File: config.mk
export PLATFORM = sky130hd
export DESIGN_NAME = sps_ram
export DESIGN_NICKNAME = d
export VERILOG_FILES = /design/src/rtl/core/seeded_permutation_shuffle_assert.svh /design/src/rtl/core/sps_ram.sv
export SDC_FILE = /design/constraint.sdc
export NUM_CORES = 2
export LEC_CHECK = 0
export BUFFER_PORTS_ARGS = -buffer_cell sky130_fd_sc_hd__buf_2
export CAP_MARGIN = 10
export CORE_MARGIN = 1.5
export CORE_UTILIZATION = 39
export DETAILED_ROUTE_END_ITERATION = 8
export PLACE_DENSITY = 0.59
export SLEW_MARGIN = 25
export SYNTH_ARGS = -nofsm -noshare
export SYNTH_HDL_FRONTEND = slang
export SYNTH_SLANG_ARGS = --single-unit
File: constraint.sdc
create_clock -name clk_i -period 4.5 [get_ports clk_i]
set_input_delay 0.225 -clock clk_i [delete_from_list [all_inputs] [get_ports clk_i]]
set_output_delay 0.225 -clock clk_i [all_outputs]
set_load 0.02 [all_outputs]
File: src/rtl/core/seeded_permutation_shuffle_assert.svh
// Assertion macros shared by the seeded permutation shuffle RTL.
`ifndef SEEDED_PERMUTATION_SHUFFLE_ASSERT_SVH
`define SEEDED_PERMUTATION_SHUFFLE_ASSERT_SVH
`ifndef SYNTHESIS
// Same-cycle implication, disabled while reset is asserted.
`define SPS_ASSERT_IMP(label, clk, rst_n, ante, cons) \
  label: assert property (@(posedge clk) disable iff (!rst_n) (ante) |-> (cons)) \
    else $error("seeded_permutation_shuffle: check failed");
// Next-cycle implication, disabled while reset is asserted.
`define SPS_ASSERT_NXT(label, clk, rst_n, ante, cons) \
  label: assert property (@(posedge clk) disable iff (!rst_n) (ante) |=> (cons)) \
    else $error("seeded_permutation_shuffle: check failed");
`else
`define SPS_ASSERT_IMP(label, clk, rst_n, ante, cons)
`define SPS_ASSERT_NXT(label, clk, rst_n, ante, cons)
`endif
`endif

File: src/rtl/core/sps_ram.sv
// Generic single-write, single-read RAM with a registered read port.
module sps_ram #(
  parameter int unsigned WIDTH = 8,
  parameter int unsigned DEPTH = 256,
  localparam int unsigned AW = $clog2(DEPTH)
) (
  input  logic             clk_i,
  input  logic             we_i,
  input  logic [AW-1:0]    waddr_i,
  input  logic [WIDTH-1:0] wdata_i,
  input  logic             re_i,
  input  logic [AW-1:0]    raddr_i,
  output logic [WIDTH-1:0] rdata_o
);

  logic [WIDTH-1:0] mem_q [DEPTH];
  logic [WIDTH-1:0] rdata_q;

  // Write port and registered read port; read data holds between reads.
  always_ff @(posedge clk_i) begin
    if (we_i) begin
      mem_q[waddr_i] <= wdata_i;
    end
    if (re_i) begin
      rdata_q <= mem_q[raddr_i];
    end
  end

  assign rdata_o = rdata_q;

endmodule

* Word level (Yosys, flattened, before mapping)
Memories as Yosys holds them, arrays and structs flattened. A register that Yosys moved wholly into a read port is not among the register bits.
Cells that the tools add are included.
** Operators by class
- Multiply operators :: 0
- Mux-type cells :: 2
- Reduce and logical (&&, ||, !) cells :: 0
- Bitwise operators :: 0
- Add/sub/neg operators :: 0
- Divide/modulo/power cells :: 0
- Shifts and indexed selects :: 0
- Equal/unequal tests :: 0
- Magnitude comparators :: 0
** Operators by type and width (number)
- $mux 1 :: 2
** Storage, ports and cells
- Bits in writable memories :: 2048
- Memory bits (read-only) :: 0
- Word-level logic and storage cells :: 3
- Flip-flop bits (word level) :: 0
- Input port bits :: 27
- Latch bits :: 0
- Output and inout bits :: 8
- Memories :: 1
** Memories
- mem_q :: depth 256, width 8, read ports 1, clocked after Yosys merged registers in 1, wr ports 1, RTL line sps_ram.sv:16 : logic [WIDTH-1:0] mem_q [DEPTH];

* Longest topological paths before layout
- Word-level depth :: 2
- Depth in mapped cells :: 11

* Worst setup path after synthesis
No wires, ideal clock.
- Path type :: in2reg
- From :: input port raddr_i[0]
- To :: register rdata_q[2], in the netlist rdata_o[2], read port of mem_q, data pin
- Slack :: 2199 ps
- Buffers on the path :: 4
- Stages on the path :: 9
- Data required time :: 4231 ps
- Arrival time :: 2032 ps
- Path through :: buf_6 buf_12 buf_8 buf_2 mux4_2 a22oi_1 a21oi_1 nor4_1 nor4_2
** RTL lines
- from (decl) :: RTL line sps_ram.sv:12 : input logic [AW-1:0] raddr_i,
- to (decl) :: RTL line sps_ram.sv:17 : logic [WIDTH-1:0] rdata_q;

==> results.sh <==
export IMPL_status="finished, final reports clean"
export IMPL_path_cells="buf_8 > buf_4 > mux4_2 > o22a_1 > o21ai_0 > a2111oi_1 > nor3_1 > buf_4 > nor4_1"
export IMPL_wl_mm=204
export IMPL_die_area_mm2=0.207
export IMPL_wl_per_cell_um=30.2
export IMPL_setup_viol=0
export IMPL_num_rows=165
export IMPL_rrSetupSlack_ps=1560
export IMPL_crit_arrival_ps=3680
export IMPL_worstPathMaxFanout=65
export IMPL_die_w_um=455
export IMPL_synth_edf_count=2056
export IMPL_finClkSkew_ps=34.2
export IMPL_place_hpwl_mm=125
export IMPL_cts_buffer_depth=3
export IMPL_synth_top_family_by_area="multiplexers"
export IMPL_hold_end="mem_q[205][6]"
export IMPL_grt_pass1_vias=39100
export IMPL_synth_cell_type_count=54
export IMPL_rr_worst_depth=6
export IMPL_ys_top_cells_by_count="edfxtp_1, mux4_2, nor2_1"
export IMPL_io_pins=35
export IMPL_synth_xor_area_share_pct=0
export IMPL_cp_num_buf_inv=3
export IMPL_drive_gt1_share_pct=23.3
export IMPL_syn_to_final_growth_pct=12.8
export IMPL_grt_max_degree=154
export IMPL_slew_limit_headroom_pct=24.0
export IMPL_ff_latch_area_mm2=0.0617
export IMPL_period_minus_slack_ps=3050
export IMPL_hold_class="input pin to register"
export IMPL_start_kind="input pin"
export IMPL_tns_ps=0
export IMPL_synth_flop_cell="edfxtp_1"
export IMPL_synth_area_mm2=0.0796
export IMPL_muxShareOfSynthArea_pct=14.6
export IMPL_synth_compound_area_share_pct=3.42
export IMPL_critPathKind="input pin to register"
export IMPL_multi_input_area_mm2=0.0165
export IMPL_cpMaxStageDelayCell="a2111oi_1"
export IMPL_seq_area_frac_synth_pct=77.5
export IMPL_holdPathStages=3
export IMPL_grt_pass1_wl_mm=292
export IMPL_numClockSinks=2056
export IMPL_drtPass1Iterations=6
export IMPL_cts_htree_levels=4
export IMPL_whs_ps=109
export IMPL_yosys_top_cells_area="edfxtp_1, mux4_2, mux2i_1, nor2_1, a22oi_1"
export IMPL_hold_viol=0
export IMPL_grt_ovfl_total=0
export IMPL_routed_via_density=5.76
export IMPL_num_vias=38900
export IMPL_yosys_area_share_adder_pct=0
export IMPL_cts_buffers=201
export IMPL_ant_nets=0
export IMPL_final_nets=3940
export IMPL_clock_latency_ps=840
export IMPL_clockRootBuffer="clkbuf_16"
export IMPL_p_leak_nw=27.5
export IMPL_synth_top_area_share_pct=77.5
export IMPL_cp_required_ps=5140
export IMPL_gp_congestion=0.825
export IMPL_place_inst=6372
export IMPL_grt_antenna_before_repair=8
export IMPL_max_freq_mhz=328
export IMPL_endpoint_kind="register"
export IMPL_rsz0062_at_grt="no"
export IMPL_placed_cell_area_mm2=0.0834
export IMPL_syn_inst=3733
export IMPL_hp_start="waddr_i[2]"
export IMPL_start_util_pct=39.3
export IMPL_p_per_area_mw_per_mm2=437
export IMPL_final_area_mm2=0.0898
export IMPL_critPathMaxStageDelay_ps=1010
export IMPL_clk_pin_slew_ps=60
export IMPL_reg2reg_to="rdata_o[3]"
export IMPL_finalPower_mw=39.2
export IMPL_synth_most_common_cell="edfxtp_1"
export IMPL_drtIter0Drc=4498
export IMPL_crit_family="compound AO/OA/AOI/OAI gates"
export IMPL_avgSynthCellArea_um2=21.3
export IMPL_tightest_slew_ps=1120
export IMPL_instances_no_fill=6755
export IMPL_async_flop_share_pct=0
export IMPL_synth_nets=3760
export IMPL_placement_io_buffers=34
export IMPL_drv_cap=0
export IMPL_yosys_warnings=0
export IMPL_vdd_ir_drop_max_uv=347
export IMPL_fin_crit_sh_pct=67.7
export IMPL_track_usage_pct=19.7
export IMPL_synth_simple_area_share_pct=2.63
export IMPL_cts_tree="built"
export IMPL_core_area_mm2=0.203
export IMPL_nFillCells=17000
export IMPL_drv_slew=0
export IMPL_crit_path_start="raddr_i[1]"
export IMPL_rr_startpoint="mem_q[211][3]"
export IMPL_path_common_cell="buf_4"
export IMPL_die_h_um=455
export IMPL_drcViolationCount=0
export IMPL_yosysTopAreaCell="edfxtp_1"
export IMPL_ys_ff_latch=2056
-- worst min-delay path, delay by kind of cell --
family                 cells  cell delay, ps
buffers and inverters      1             160
AND/OR/NAND/NOR            2             340
-- kinds of logic after synthesis --
family                 Yosys count
flip-flops                    2056
AND/OR/NAND/NOR                466
buffers and inverters          235
AO/OA/AOI/OAI                  385
multiplexers                   591
-- final cells by class --
class                      instances  share of cell area [%]
timing repair buffer             210                    2.15
tap                             2672                    3.72
multi-input combinational       1442                    18.4
sequential                      2056                    68.8
clock buffer                     256                    5.90
antenna                            4                  0.0111
clock inverter                   113                    1.03
inverter                           2                 0.00836
-- report_power, final --
| part | internal (mW) | total (mW) | switching (mW) |
|---|---|---|---|
| logic | 0.672 | 1.95 | 1.28 |
| clock network | 8.96 | 16.1 | 7.17 |
| registers | 21.1 | 21.2 | 0.0300 |
-- registers in the layout (all words and copies together), names as in the netlist --
name	flops
mem_q	2048
rdata_o	8
-- per-stage QoR --
stage,setup slack [ps],utilization [%]
finish,1450,44.3
global route,1390,44.3
CTS,1460,44.3
detailed placement,565,41.2
global placement,210,41.2
floorplan,2200,-
-- layer usage --
metal  part of all wire, %  vias up  GRT usage (%)
met2                    49     1607           31.8
met1                    41    20900           27.7
met3                   7.5      298           3.62
met4                   2.5        0           4.99
met5                     0        -              0
li1                      -    16100              -
-- how the worst max path moves through the flow --
stage	slack (ps)	endpoint	cells after the start
2_1_floorplan	2200	rdata_o[2]	9
3_3_place_gp	210	rdata_o[4]	8
3_5_place_dp	560	rdata_o[5]	9
4_1_cts	1460	rdata_o[5]	9
5_1_grt	1390	rdata_o[4]	9
6_report	1450	rdata_o[4]	9
-- repair_timing --
item                                   CTS  global route
endpoints found under the hold margin  367            51
buffers inserted                         0             0
resized for setup                        0             0
hold buffers                             8             1
-- placed cells by master (no fill, tap or decap), types with 32 or more instances in the layout --
cell type  netlist  final
a22oi_1        133    133
edfxtp_1      2056   2056
o221ai_1        46     46
clkinv_1         1     52
a21oi_1         96     96
clkbuf_16        0    204
clkbuf_1       111     52
nand2_1         33     32
mux2i_1        134    134
nor2_1         282    278
buf_4           27    145
mux4_2         454    454
(Power assumes the default switching activity.)
