==> src/rtl/core/seeded_permutation_shuffle_assert.svh <==
// Assertion macros shared by the seeded permutation shuffle RTL.
`ifndef SEEDED_PERMUTATION_SHUFFLE_ASSERT_SVH
`define SEEDED_PERMUTATION_SHUFFLE_ASSERT_SVH
`ifndef SYNTHESIS
// Same-cycle implication, disabled while reset is asserted.
`define SPS_ASSERT_IMP(label, clk, rst_n, ante, cons) \
  label: assert property (@(posedge clk) disable iff (!rst_n) (ante) |-> (cons)) \
    else $error("seeded_permutation_shuffle: check failed");
// Next-cycle implication, disabled while reset is asserted.
`define SPS_ASSERT_NXT(label, clk, rst_n, ante, cons) \
  label: assert property (@(posedge clk) disable iff (!rst_n) (ante) |=> (cons)) \
    else $error("seeded_permutation_shuffle: check failed");
`else
`define SPS_ASSERT_IMP(label, clk, rst_n, ante, cons)
`define SPS_ASSERT_NXT(label, clk, rst_n, ante, cons)
`endif
`endif

==> src/rtl/core/sps_pkg.sv <==
// Package with the types, constants and microcode program of the permutation shuffle.
package sps_pkg;

  // Sizes of the permutation store and of the configuration fields.
  localparam int unsigned MAX_ENTRIES = 1024;
  localparam int unsigned IDX_W       = 10;
  localparam int unsigned CNT_W       = 11;
  localparam int unsigned CFG_IDX_W   = 2;
  localparam int unsigned CFG_DATA_W  = 32;
  localparam int unsigned PC_W        = 4;

  // Generator constants.
  localparam logic [31:0] WEYL_STEP = 32'h9E37_79B9;
  localparam logic [31:0] MIX_MUL_A = 32'h21F0_AAAD;
  localparam logic [31:0] MIX_MUL_B = 32'h735A_2D97;

  // Configuration register indexes.
  localparam logic [CFG_IDX_W-1:0] REG_ENTRY_COUNT = 2'd0;
  localparam logic [CFG_IDX_W-1:0] REG_SEED_VALUE  = 2'd1;

  // Result status codes.
  localparam logic [1:0] STATUS_OK        = 2'd0;
  localparam logic [1:0] STATUS_RANGE     = 2'd1;
  localparam logic [1:0] STATUS_NOT_BUILT = 2'd2;

  typedef logic [PC_W-1:0] pc_t;

  // Microcode step addresses.
  localparam pc_t ST_IDLE     = 4'd0;
  localparam pc_t ST_DISPATCH = 4'd1;
  localparam pc_t ST_BCHK     = 4'd2;
  localparam pc_t ST_FILL     = 4'd3;
  localparam pc_t ST_SETUP    = 4'd4;
  localparam pc_t ST_DRAW     = 4'd5;
  localparam pc_t ST_MIX1     = 4'd6;
  localparam pc_t ST_MIX2     = 4'd7;
  localparam pc_t ST_PICK     = 4'd8;
  localparam pc_t ST_SWAP_I   = 4'd9;
  localparam pc_t ST_SWAP_J   = 4'd10;
  localparam pc_t ST_FIN      = 4'd11;
  localparam pc_t ST_ERR      = 4'd12;
  localparam pc_t ST_RD0      = 4'd13;
  localparam pc_t ST_RD1      = 4'd14;

  // Generator operations.
  typedef enum logic [2:0] {
    GEN_HOLD,
    GEN_SEED,
    GEN_STEP,
    GEN_MIX1,
    GEN_MIX2
  } gen_op_e;

  // Store port operations.
  typedef enum logic [2:0] {
    RAM_NONE,
    RAM_RD_IDX,
    RAM_RD_I,
    RAM_RD_X,
    RAM_WR_K,
    RAM_WR_I,
    RAM_WR_J
  } ram_op_e;

  // Index and holding register operations.
  typedef enum logic [2:0] {
    REG_NONE,
    REG_K_CLR,
    REG_K_INC,
    REG_I_LOAD,
    REG_I_DEC,
    REG_A_LOAD,
    REG_J_LOAD
  } reg_op_e;

  // Result operations.
  typedef enum logic [1:0] {
    RESP_NONE,
    RESP_READ,
    RESP_BUILT,
    RESP_RANGE
  } resp_e;

  // Jump conditions; when the condition is false the step counter advances.
  typedef enum logic [3:0] {
    JC_NEVER,
    JC_ALWAYS,
    JC_NO_ITEM,
    JC_IS_READ,
    JC_BAD_COUNT,
    JC_K_NOT_LAST,
    JC_ONE_ENTRY,
    JC_REJECT,
    JC_I_NOT_ONE
  } cond_e;

  // One control word of the program.
  typedef struct packed {
    logic    accept;
    gen_op_e gen_op;
    ram_op_e ram_op;
    reg_op_e reg_op;
    resp_e   resp;
    cond_e   cond;
    pc_t     target;
  } uc_word_t;

  // Status from the datapath that the jump conditions test.
  typedef struct packed {
    logic in_valid;
    logic is_read;
    logic bad_count;
    logic k_not_last;
    logic one_entry;
    logic reject;
    logic i_not_one;
    logic out_blocked;
  } sps_flags_t;

  localparam uc_word_t UC_NOP = '{
    accept: 1'b0, gen_op: GEN_HOLD, ram_op: RAM_NONE, reg_op: REG_NONE,
    resp: RESP_NONE, cond: JC_NEVER, target: ST_IDLE
  };

  function automatic uc_word_t uc(input logic acc, input gen_op_e g, input ram_op_e r,
                                  input reg_op_e q, input resp_e s, input cond_e c,
                                  input pc_t t);
    uc_word_t w;
    w = '{accept: acc, gen_op: g, ram_op: r, reg_op: q, resp: s, cond: c, target: t};
    return w;
  endfunction

  // The program: build walks fill, setup and the draw/swap loop; read is two steps.
  function automatic uc_word_t ucode_rom(input pc_t pc);
    uc_word_t w;
    w = UC_NOP;
    unique case (pc)
      ST_IDLE:     w = uc(1'b1, GEN_HOLD, RAM_NONE,   REG_NONE,   RESP_NONE,  JC_NO_ITEM,
                          ST_IDLE);
      ST_DISPATCH: w = uc(1'b0, GEN_HOLD, RAM_NONE,   REG_NONE,   RESP_NONE,  JC_IS_READ,
                          ST_RD0);
      ST_BCHK:     w = uc(1'b0, GEN_HOLD, RAM_NONE,   REG_K_CLR,  RESP_NONE,  JC_BAD_COUNT,
                          ST_ERR);
      ST_FILL:     w = uc(1'b0, GEN_HOLD, RAM_WR_K,   REG_K_INC,  RESP_NONE,  JC_K_NOT_LAST,
                          ST_FILL);
      ST_SETUP:    w = uc(1'b0, GEN_SEED, RAM_NONE,   REG_I_LOAD, RESP_NONE,  JC_ONE_ENTRY,
                          ST_FIN);
      ST_DRAW:     w = uc(1'b0, GEN_STEP, RAM_RD_I,   REG_NONE,   RESP_NONE,  JC_NEVER,
                          ST_IDLE);
      ST_MIX1:     w = uc(1'b0, GEN_MIX1, RAM_NONE,   REG_A_LOAD, RESP_NONE,  JC_NEVER,
                          ST_IDLE);
      ST_MIX2:     w = uc(1'b0, GEN_MIX2, RAM_NONE,   REG_NONE,   RESP_NONE,  JC_NEVER,
                          ST_IDLE);
      ST_PICK:     w = uc(1'b0, GEN_HOLD, RAM_RD_X,   REG_J_LOAD, RESP_NONE,  JC_REJECT,
                          ST_DRAW);
      ST_SWAP_I:   w = uc(1'b0, GEN_HOLD, RAM_WR_I,   REG_NONE,   RESP_NONE,  JC_NEVER,
                          ST_IDLE);
      ST_SWAP_J:   w = uc(1'b0, GEN_HOLD, RAM_WR_J,   REG_I_DEC,  RESP_NONE,  JC_I_NOT_ONE,
                          ST_DRAW);
      ST_FIN:      w = uc(1'b0, GEN_HOLD, RAM_NONE,   REG_NONE,   RESP_BUILT, JC_ALWAYS,
                          ST_IDLE);
      ST_ERR:      w = uc(1'b0, GEN_HOLD, RAM_NONE,   REG_NONE,   RESP_RANGE, JC_ALWAYS,
                          ST_IDLE);
      ST_RD0:      w = uc(1'b0, GEN_HOLD, RAM_RD_IDX, REG_NONE,   RESP_NONE,  JC_NEVER,
                          ST_IDLE);
      ST_RD1:      w = uc(1'b0, GEN_HOLD, RAM_NONE,   REG_NONE,   RESP_READ,  JC_ALWAYS,
                          ST_IDLE);
      default:     w = uc(1'b0, GEN_HOLD, RAM_NONE,   REG_NONE,   RESP_NONE,  JC_ALWAYS,
                          ST_IDLE);
    endcase
    return w;
  endfunction

endpackage

==> src/rtl/core/sps_seq.sv <==
// Microcode sequencer: step counter, program table and conditional jumps.
module sps_seq (
  input  logic                clk_i,
  input  logic                rst_ni,
  input  sps_pkg::sps_flags_t flags_i,
  output sps_pkg::uc_word_t   ctrl_o
);
  import sps_pkg::*;

  pc_t      pc_q;
  pc_t      pc_d;
  uc_word_t rom_word;
  logic     stall;
  logic     taken;

  assign rom_word = ucode_rom(pc_q);

  // A result step waits while the output register holds an untaken item.
  assign stall = (rom_word.resp != RESP_NONE) && flags_i.out_blocked;

  // Jump condition select.
  always_comb begin
    taken = 1'b0;
    unique case (rom_word.cond)
      JC_NEVER:      taken = 1'b0;
      JC_ALWAYS:     taken = 1'b1;
      JC_NO_ITEM:    taken = !flags_i.in_valid;
      JC_IS_READ:    taken = flags_i.is_read;
      JC_BAD_COUNT:  taken = flags_i.bad_count;
      JC_K_NOT_LAST: taken = flags_i.k_not_last;
      JC_ONE_ENTRY:  taken = flags_i.one_entry;
      JC_REJECT:     taken = flags_i.reject;
      JC_I_NOT_ONE:  taken = flags_i.i_not_one;
      default:       taken = 1'b1;
    endcase
  end

  // Next step address.
  always_comb begin
    if (stall) begin
      pc_d = pc_q;
    end else if (taken) begin
      pc_d = rom_word.target;
    end else begin
      pc_d = pc_q + pc_t'(1);
    end
  end

  always_ff @(posedge clk_i or negedge rst_ni) begin
    if (!rst_ni) begin
      pc_q <= ST_IDLE;
    end else begin
      pc_q <= pc_d;
    end
  end

  // A stalled step issues no datapath operation.
  assign ctrl_o = stall ? UC_NOP : rom_word;

endmodule
==> config.mk <==
export PLATFORM = sky130hd
export DESIGN_NAME = sps_seq
export DESIGN_NICKNAME = d
export VERILOG_FILES = /design/src/rtl/core/seeded_permutation_shuffle_assert.svh /design/src/rtl/core/sps_pkg.sv /design/src/rtl/core/sps_seq.sv
export SDC_FILE = /design/constraint.sdc
export NUM_CORES = 1
export LEC_CHECK = 0
export BUFFER_PORTS_ARGS = -buffer_cell sky130_fd_sc_hd__clkbuf_2
export CAP_MARGIN = 20
export CORE_AREA = 2 2 46 48
export CTS_BUF_LIST = sky130_fd_sc_hd__clkbuf_4
export CTS_CLUSTER_SIZE = 20
export DETAILED_ROUTE_END_ITERATION = 16
export DIE_AREA = 0 0 48 50
export PLACE_DENSITY = 0.77
export SYNTH_ARGS = -nofsm -noshare
export SYNTH_HDL_FRONTEND = slang
export SYNTH_SLANG_ARGS = --single-unit
==> constraint.sdc <==
create_clock -name clk_i -period 2.8 [get_ports clk_i]
set_input_delay 0.42 -clock clk_i [delete_from_list [all_inputs] [get_ports clk_i]]
set_output_delay 0.42 -clock clk_i [all_outputs]
set_load 0.005 [all_outputs]
=== Word-level counts from Yosys, hierarchy flattened ===
Memories as Yosys holds them, arrays and structs flattened.
Index checks and enable logic that the tools add are counted.

* Bits in registers: 4
* Bits in read-only memories: 320
* Output and inout bits: 20
* Memories: 1

* Add/subtract/negate cells: 1
* Equality and inequality tests: 7
* Mux-type cells: 3
* Reductions and logical operators: 4

{| class="wikitable"
|+ Memory list
! name !! words !! width !! rd ports !! clocked after Yosys merged registers in !! wr ports !! line !! source
|-
| (no name shown) || 16 || 20 || 1 || 0 || 0 || sps_pkg.sv:137 || <nowiki>unique case (pc)</nowiki>
|}

{| class="wikitable"
|+ Operators by type and width
! operator !! count
|-
| 20-bit two-way mux || 1
|-
| 4-bit by 3-bit equality test with 1-bit output (second input constant) || 4
|-
| 4-bit by 2-bit equality test with 1-bit output (second input constant) || 2
|-
| 1-bit case mux with 8 select lines || 1
|-
| 4-bit by 1-bit adder with 4-bit output (second input constant) || 1
|-
| 4-bit equality test (second input constant) || 1
|-
| 4-bit logical NOT || 1
|-
| 4-bit two-way mux || 1
|-
| 2-bit nonzero test || 1
|-
| 1-bit logical AND || 1
|-
| 1-bit logical NOT || 1
|}

=== Depth between registers and ports, before layout ===
Gate-level depths: netlist of the first run.
An unclocked memory read counts as a cell.

* Depth after elaboration: 4
* Depth in mapped cells: 11
* Mapped depth without buffers: 9

=== Worst setup path after synthesis of the first run ===
Ideal clock, no wire load.

* Path type: reg-to-reg
* From: reg pc_q[0]
* To: reg pc_q[2]
* Setup time: 126 ps
* Arrival: 2,520 ps
* Data required time: 2,674 ps
* Path slack: 154 ps
* Stages on the path, launching flop included: 11
* Buffers on the path: 1
* Period minus slack after synthesis: 2,646 ps
* Cell sequence: dfrtp_1 clkbuf_1 inv_1 ha_1 or2b_1 a21oi_2 a2111oi_4 mux2i_1 nor3_4 nor2b_1 a221o_1

* Cells in the longest elaborated chain, start to end: 4

{| class="wikitable"
|+ RTL lines
! element !! line !! source
|-
| start, declared || sps_seq.sv:10 || <nowiki>pc_t pc_q;</nowiki>
|-
| start signal, assigned || sps_seq.sv:53 || <nowiki>pc_q <= pc_d;</nowiki>
|-
| memory read 16 x 20 bit || -- ||
|-
| 4-bit equality test (tied with other cells) || sps_seq.sv:24 || <nowiki>unique case (rom_word.cond)</nowiki>
|-
| 1-bit case mux with 8 select lines || sps_seq.sv:24 ||
|-
| 4-bit two-way mux || sps_seq.sv:42 || <nowiki>end else if (taken) begin</nowiki>
|}

Several ways; a longest one is shown, not always the timed one.
A chain may end at the register's enable or synchronous reset.

=== Final worst setup path of the first run ===
Same ends and word-level chain as after synthesis.

==> impl_metrics.ini, run 1 <==
[outcome]
status = completed

[drt]
routedWlPerCell_um = 12.93
drt-total-wl_um = 2302
via_count = 982
drt_iter0_drc = 21
final_antenna_net_count = 0
via_per_inst = 5.517
drt_pre_antenna_iters = 4
drc = 0

[setup_path]
crit_arrival_ps = 2590
crit_type = flop to flop
r2r_end = pc_q[2]
slowest_stage = dfrtp_1
crit_chain = inv_1 -> ha_1 -> or2b_1 -> a21oi_2 -> or3_1 -> a21oi_1 -> nor3_4 -> nor2b_1 -> a221o_1
r2r_cells = 9
worstSetupStartpoint = pc_q[0]
max_stage_delay_ps = 370
path_max_fanout = 7
crit_path_start_kind = flop
end_kind = flop
required_ps = 2930
regToRegSetupSlack_ps = 340
rr_startpoint = pc_q[0]

[cts]
cts_max_path_buffers = 2
cts.clk_slew.worst_paths_ps = 40
cts_num_sinks = 4
ctsRootBufferMaster = clkbuf_4
postCtsSetupBuffers = 0
post_cts_resized = 0
htreeDepth = 1
tritoncts = built
postCtsHoldBufs = 1
clk_latency_ps = 240
cts_buffers = 3

[place]
dp.cells = 174
place_congestion = 0.8870
dp_hpwl_um = 1783
io_buffer_count = 29

[power_and_ir_drop]
p_leak_nw = 0.5299
total_power_mw = 1.533
ir_drop_uv = 826.0
power_density_mw_per_mm2 = 1440

[timing]
fin_setup_tns_ps = 0
hold_viol = 0
fmax_mhz = 406.5
drv_slew = 0
fin_skew_ps = 8.159
finalSetupViolCount = 0
finalCritPeriodShare_pct = 87.85
period_needed_ps = 2460
worstMarginPinSlew_ps = 677.1
rsz0062_at_grt = false
timing.slew.headroom_pct = 54.86

[die]
core_area_mm2 = 0.001902
initial_core_util_pct = 44.28
rows = 16
die_w_um = 48
ioPinCount = 30
die_h_um = 50
die_area_mm2 = 0.002400

[synth]
synth_common_cells = nor2_1 (14), nand2_1 (13), a21oi_1 (11)
ys_top_cells_by_area = dfrtp_1 (12%), ha_1 (12%), a21oi_1 (6.5%)
async_flop_share_pct = 100.0
synthMuxAreaShare_pct = 5.944
yosysMostFrequentCell = nor2_1
yosysWarnings = 0
synth.distinct_cells = 42
ys_seq_area_share_pct = 11.89
synth_compound_area_share_pct = 27.49
synthAdderAreaFrac_pct = 11.89
synth_area_per_cell_um2 = 7.076
ys_ff_latch = 4
yosys.area_share.xor_xnor_pct = 2.080
ys.flop_type = dfrtp_1
synth_top_area_cell = dfrtp_1
synth_cells = 119
synth_top_family_by_area = simple AND/OR/NAND/NOR gates
synth-edff-count = 0
synthSimpleGateAreaFrac_pct = 34.03
syn_nets = 137
netlist.area_leader.share_pct = 11.89
syn_area_um2 = 842.1

[run]
cap_violations = 0

[final_layout]
syn_to_final_growth_pct = 26.45
nets = 171
largest_register_ffs = 4
fillers = 194
final_layout_size_suffix_gt1_share_pct = 31.13
final_cells = 178
diodes = 0
largest-register = pc_q
multi_input_area_um2 = 685.7
reg.largest.list = pc_q (4)
seq_area_um2 = 100.1

[grt]
grtUsageTotal_pct = 21.59
grt_pass1_vias = 883
grt_pass1_wl_um = 3857
grt-ovfl-total = 0
antenna_found_initial = 0
grt_max_degree = 23

[worst_hold_path]
hold_path_class = input pin to asynchronous set/reset pin
==> kinds of logic after synthesis <==
group           Yosys count
compound gates           32
xor+xnor                  2
fa+ha+maj                 8
buf+inv                  12
flops                     4
mux                       5
simple gates             56
==> how the worst max path moves through the flow <==
| stage | to | slack (ps) | cells after the start |
|---|---|---|---|
| 6_report | pc_q[2] | 340 | 9 |
| 5_1_grt | pc_q[0] | 120 | 6 |
| 4_1_cts | pc_q[0] | 360 | 9 |
| 3_5_place_dp | pc_q[2] | 370 | 9 |
| 3_3_place_gp | pc_q[2] | 430 | 9 |
| 2_1_floorplan | pc_q[2] | 150 | 10 |
==> final cells by class <==
cell class                      count  area share (%)
Multi-Input combinational cell    103           64.39
Inverter                            4           1.410
Clock buffer                        3           2.115
Sequential cell                     4           9.401
Timing Repair Buffer               37           19.51
Tap cell                           27           3.173
==> layer usage <==
layer  share of wire, %  global-route usage, %
met1                 44                  27.27
met2                 50                  34.67
met3                4.4                  1.465
met4                2.0                  11.71
met5                  0                      0
==> critical path: cells and delay by family, from the launching register on <==
family	cells	cell delay, ps
adders and majority gates	1	330
and+or+nand+nor	4	840
DFF	1	370
AOI/OAI and AO/OA	3	670
buffers and inverters	1	140
==> layout by cell type, fill, tap and decap left out, types with 4 or more instances in the layout <==
cell,count
dfrtp_1,4
mux2i_1,5
nor2_1,14
a21oi_1,11
clkbuf_2,29
buf_4,7
o21ai_0,4
ha_1,8
nand2b_1,4
nor3_1,8
nand2_1,13
==> where the power goes <==
part | leakage (nW) | switching (mW) | internal [mW]
Combinational | 0.467 | 0.725 | 0.577
Sequential | 0.0490 | 0.0640 | 0.0920
Clock | 0.0138 | 0.0265 | 0.0481
==> per-stage QoR <==
step | hold WS, ps | area (um^2) | setup slack [ps] | utilization [%]
finish | 513.0 | 1065 | 340.2 | 55.99
global placement | 230.5 | 1032 | 427.7 | 54.28
global route | 530.4 | 1065 | 116.4 | 55.99
CTS | 510.3 | 1065 | 358.7 | 55.99
floorplan | 124.4 | 842.1 | 154.2 | -
detailed placement | 234.7 | 1032 | 366.5 | 54.28
No activity file was read; power rests on OpenSTA's default activity.
==> run 2: changes to the inputs <==
--- a/config.mk
+++ b/config.mk
@@ -12,7 +12,7 @@
 export CTS_CLUSTER_SIZE = 20
 export DETAILED_ROUTE_END_ITERATION = 16
 export DIE_AREA = 0 0 48 50
-export PLACE_DENSITY = 0.77
+export PLACE_DENSITY = 0.72
 export SYNTH_ARGS = -nofsm -noshare
 export SYNTH_HDL_FRONTEND = slang
 export SYNTH_SLANG_ARGS = --single-unit
==> run 2 against run 1 <==
  * Setup slack better by 56 ps
  * Critical endpoint is now ctrl_o[2]
  * Design area rose by 0.71%
  * Clock skew fell by 7.1 ps
  * Cell count is 0.56% higher
  * Sequential cell count did not move
  * Non-clock buffer count up 1
==> impl_metrics.ini, run 2 (same netlist as run 1, synthesis figures left out) <==
[outcome]
status = completed

[timing]
period_needed_ps = 2403
worst_slack_ps = 396.5
fin_setup_tns_ps = 0
worstMarginPinSlew_ps = 546.8
timing.slew.headroom_pct = 63.47
fmax_mhz = 416.1
rsz0062_at_grt = false
fin_skew_ps = 1.076
hold_viol = 0
finalSetupViolCount = 0
drv_slew = 0
finalCritPeriodShare_pct = 85.84

[setup_path]
end_kind = primary output
crit_path_start_kind = flop
crit_type = flop to primary output
path_max_fanout = 10
crit_arrival_ps = 1980
required_ps = 2380

[drt]
drt_iter0_drc = 15
drc = 0
via_per_inst = 5.464
via_count = 978
drt_pre_antenna_iters = 4
final_antenna_net_count = 0
drt-total-wl_um = 2391
routedWlPerCell_um = 13.36

[die]
rows = 16
initial_core_util_pct = 44.28
ioPinCount = 30
die_w_um = 48
core_area_mm2 = 0.001902
die_h_um = 50
die_area_mm2 = 0.002400

[place]
place_congestion = 0.9029
preCtsSetupSlack_ps = 403.0
io_buffer_count = 29
dp_hpwl_um = 1881

[cts]
cts_max_path_buffers = 2
htreeDepth = 1
cts_num_sinks = 4
cts_buffers = 3
tritoncts = built
ctsRootBufferMaster = clkbuf_4
cts.clk_slew.worst_paths_ps = 40
clk_latency_ps = 230

[final_layout]
reg.largest.list = pc_q (4)
diodes = 0
fillers = 197
largest-register = pc_q
final_common_cell = clkbuf_2
syn_to_final_growth_pct = 27.34
largest_register_ffs = 4
nets = 172
final_layout_size_suffix_gt1_share_pct = 31.58
final_cell_mix = clkbuf_2 (29), nor2_1 (14), nand2_1 (13), a21oi_1 (11)

[power_and_ir_drop]
ir_drop_uv = 697.6
power_density_mw_per_mm2 = 1442
switching_share_pct = 53.05
seqPwrFrac_pct = 9.6
p_clk_share_pct = 4.5
comb_power_share_pct = 85.8
p_leak_nw = 0.5347
p_sw_mw = 0.8200
internal-power_mw = 0.7258

[grt]
top_usage_layer = met2
grtUsageTotal_pct = 22.67
use_met1_pct = 29.62
grt_pass1_vias = 921
grt_max_degree = 17
use_met2_pct = 36.89
gr-usage-met3_pct = 3.297
grt_pass1_wl_um = 3995
grt-ovfl-total = 0
antenna_found_initial = 0

[run]
cap_violations = 0

[worst_hold_path]
hold_path_class = input pin to asynchronous set/reset pin
-- run 2: cell count changes in the layout (fill, tap and decap cells not counted), sizes merged --
| cell | delta |
|---|---|
| buf | +1 |
-- run 2: what timing repair did --
item | 4_1_cts | 5_1_grt
gates resized for setup | 0 | 0
hold buffers | 1 | 0
setup buffers | 0 | 0
endpoints found under the hold margin | 4 | 0
-- run 2: routing by layer --
metal | share of wire, % | up-vias
met1 | 45 | 448
met4 | 0.50 | 0
li1 | - | 490
met3 | 4.6 | 2
met2 | 50 | 38
met5 | 0 | -
-- run 2: final cells by class --
class / count / area, um^2 / area share, %
multi-input cells: 103 / 685.7 / 63.94
repair buffers: 38 / 215.2 / 20.07
flip-flops and latches: 4 / 100.1 / 9.335
well taps: 27 / 33.78 / 3.151
clock buffers: 3 / 22.52 / 2.100
inverters: 4 / 15.01 / 1.400
-- run 2: critical path: stages (launching register included) --
cell	delay (ps)
dfrtp_1	370
buf_4	170
ha_1	280
nor2_1	190
a211oi_2	130
buf_4	190
nor3_1	260
clkbuf_2	160
-- run 2: per-stage QoR --
step / std cells / power, mW / cell area (um^2) / hold WS, ps / util, %
after global placement: 175 / 1.449 / 1040 / 231.6 / 54.67
after floorplan: 119 / 1.087 / 842.1 / 124.4 / -
final: 179 / 1.546 / 1072 / 532.1 / 56.38
after detailed placement: 175 / 1.474 / 1040 / 231.3 / 54.67
after CTS: 179 / 1.553 / 1072 / 516.1 / 56.38
after global routing: 179 / 1.724 / 1072 / 525.4 / 56.38
-- run 2: worst paths after layout --
path	slack, ps	from	end	depth (start not counted)
setup / recovery	400	pc_q[1]	ctrl_o[2]	7
setup reg to reg	420	pc_q[0]	pc_q[2]	9
max in group asynchronous	2140	rst_ni	pc_q[2]	2
hold / removal	530	rst_ni	pc_q[1]	2
hold reg to reg	670	pc_q[1]	pc_q[1]	3
min in group clk_i	670	pc_q[1]	pc_q[1]	3
-- run 2: power groups by stage --
stage	Sequential (mW)	Combinational [mW]	Clock, mW
after floorplan	0.122	0.965	0
after global placement	0.150	1.30	0
after global routing	0.155	1.49	0.0824
after CTS	0.148	1.33	0.0751
final	0.149	1.33	0.0702
after detailed placement	0.149	1.32	0
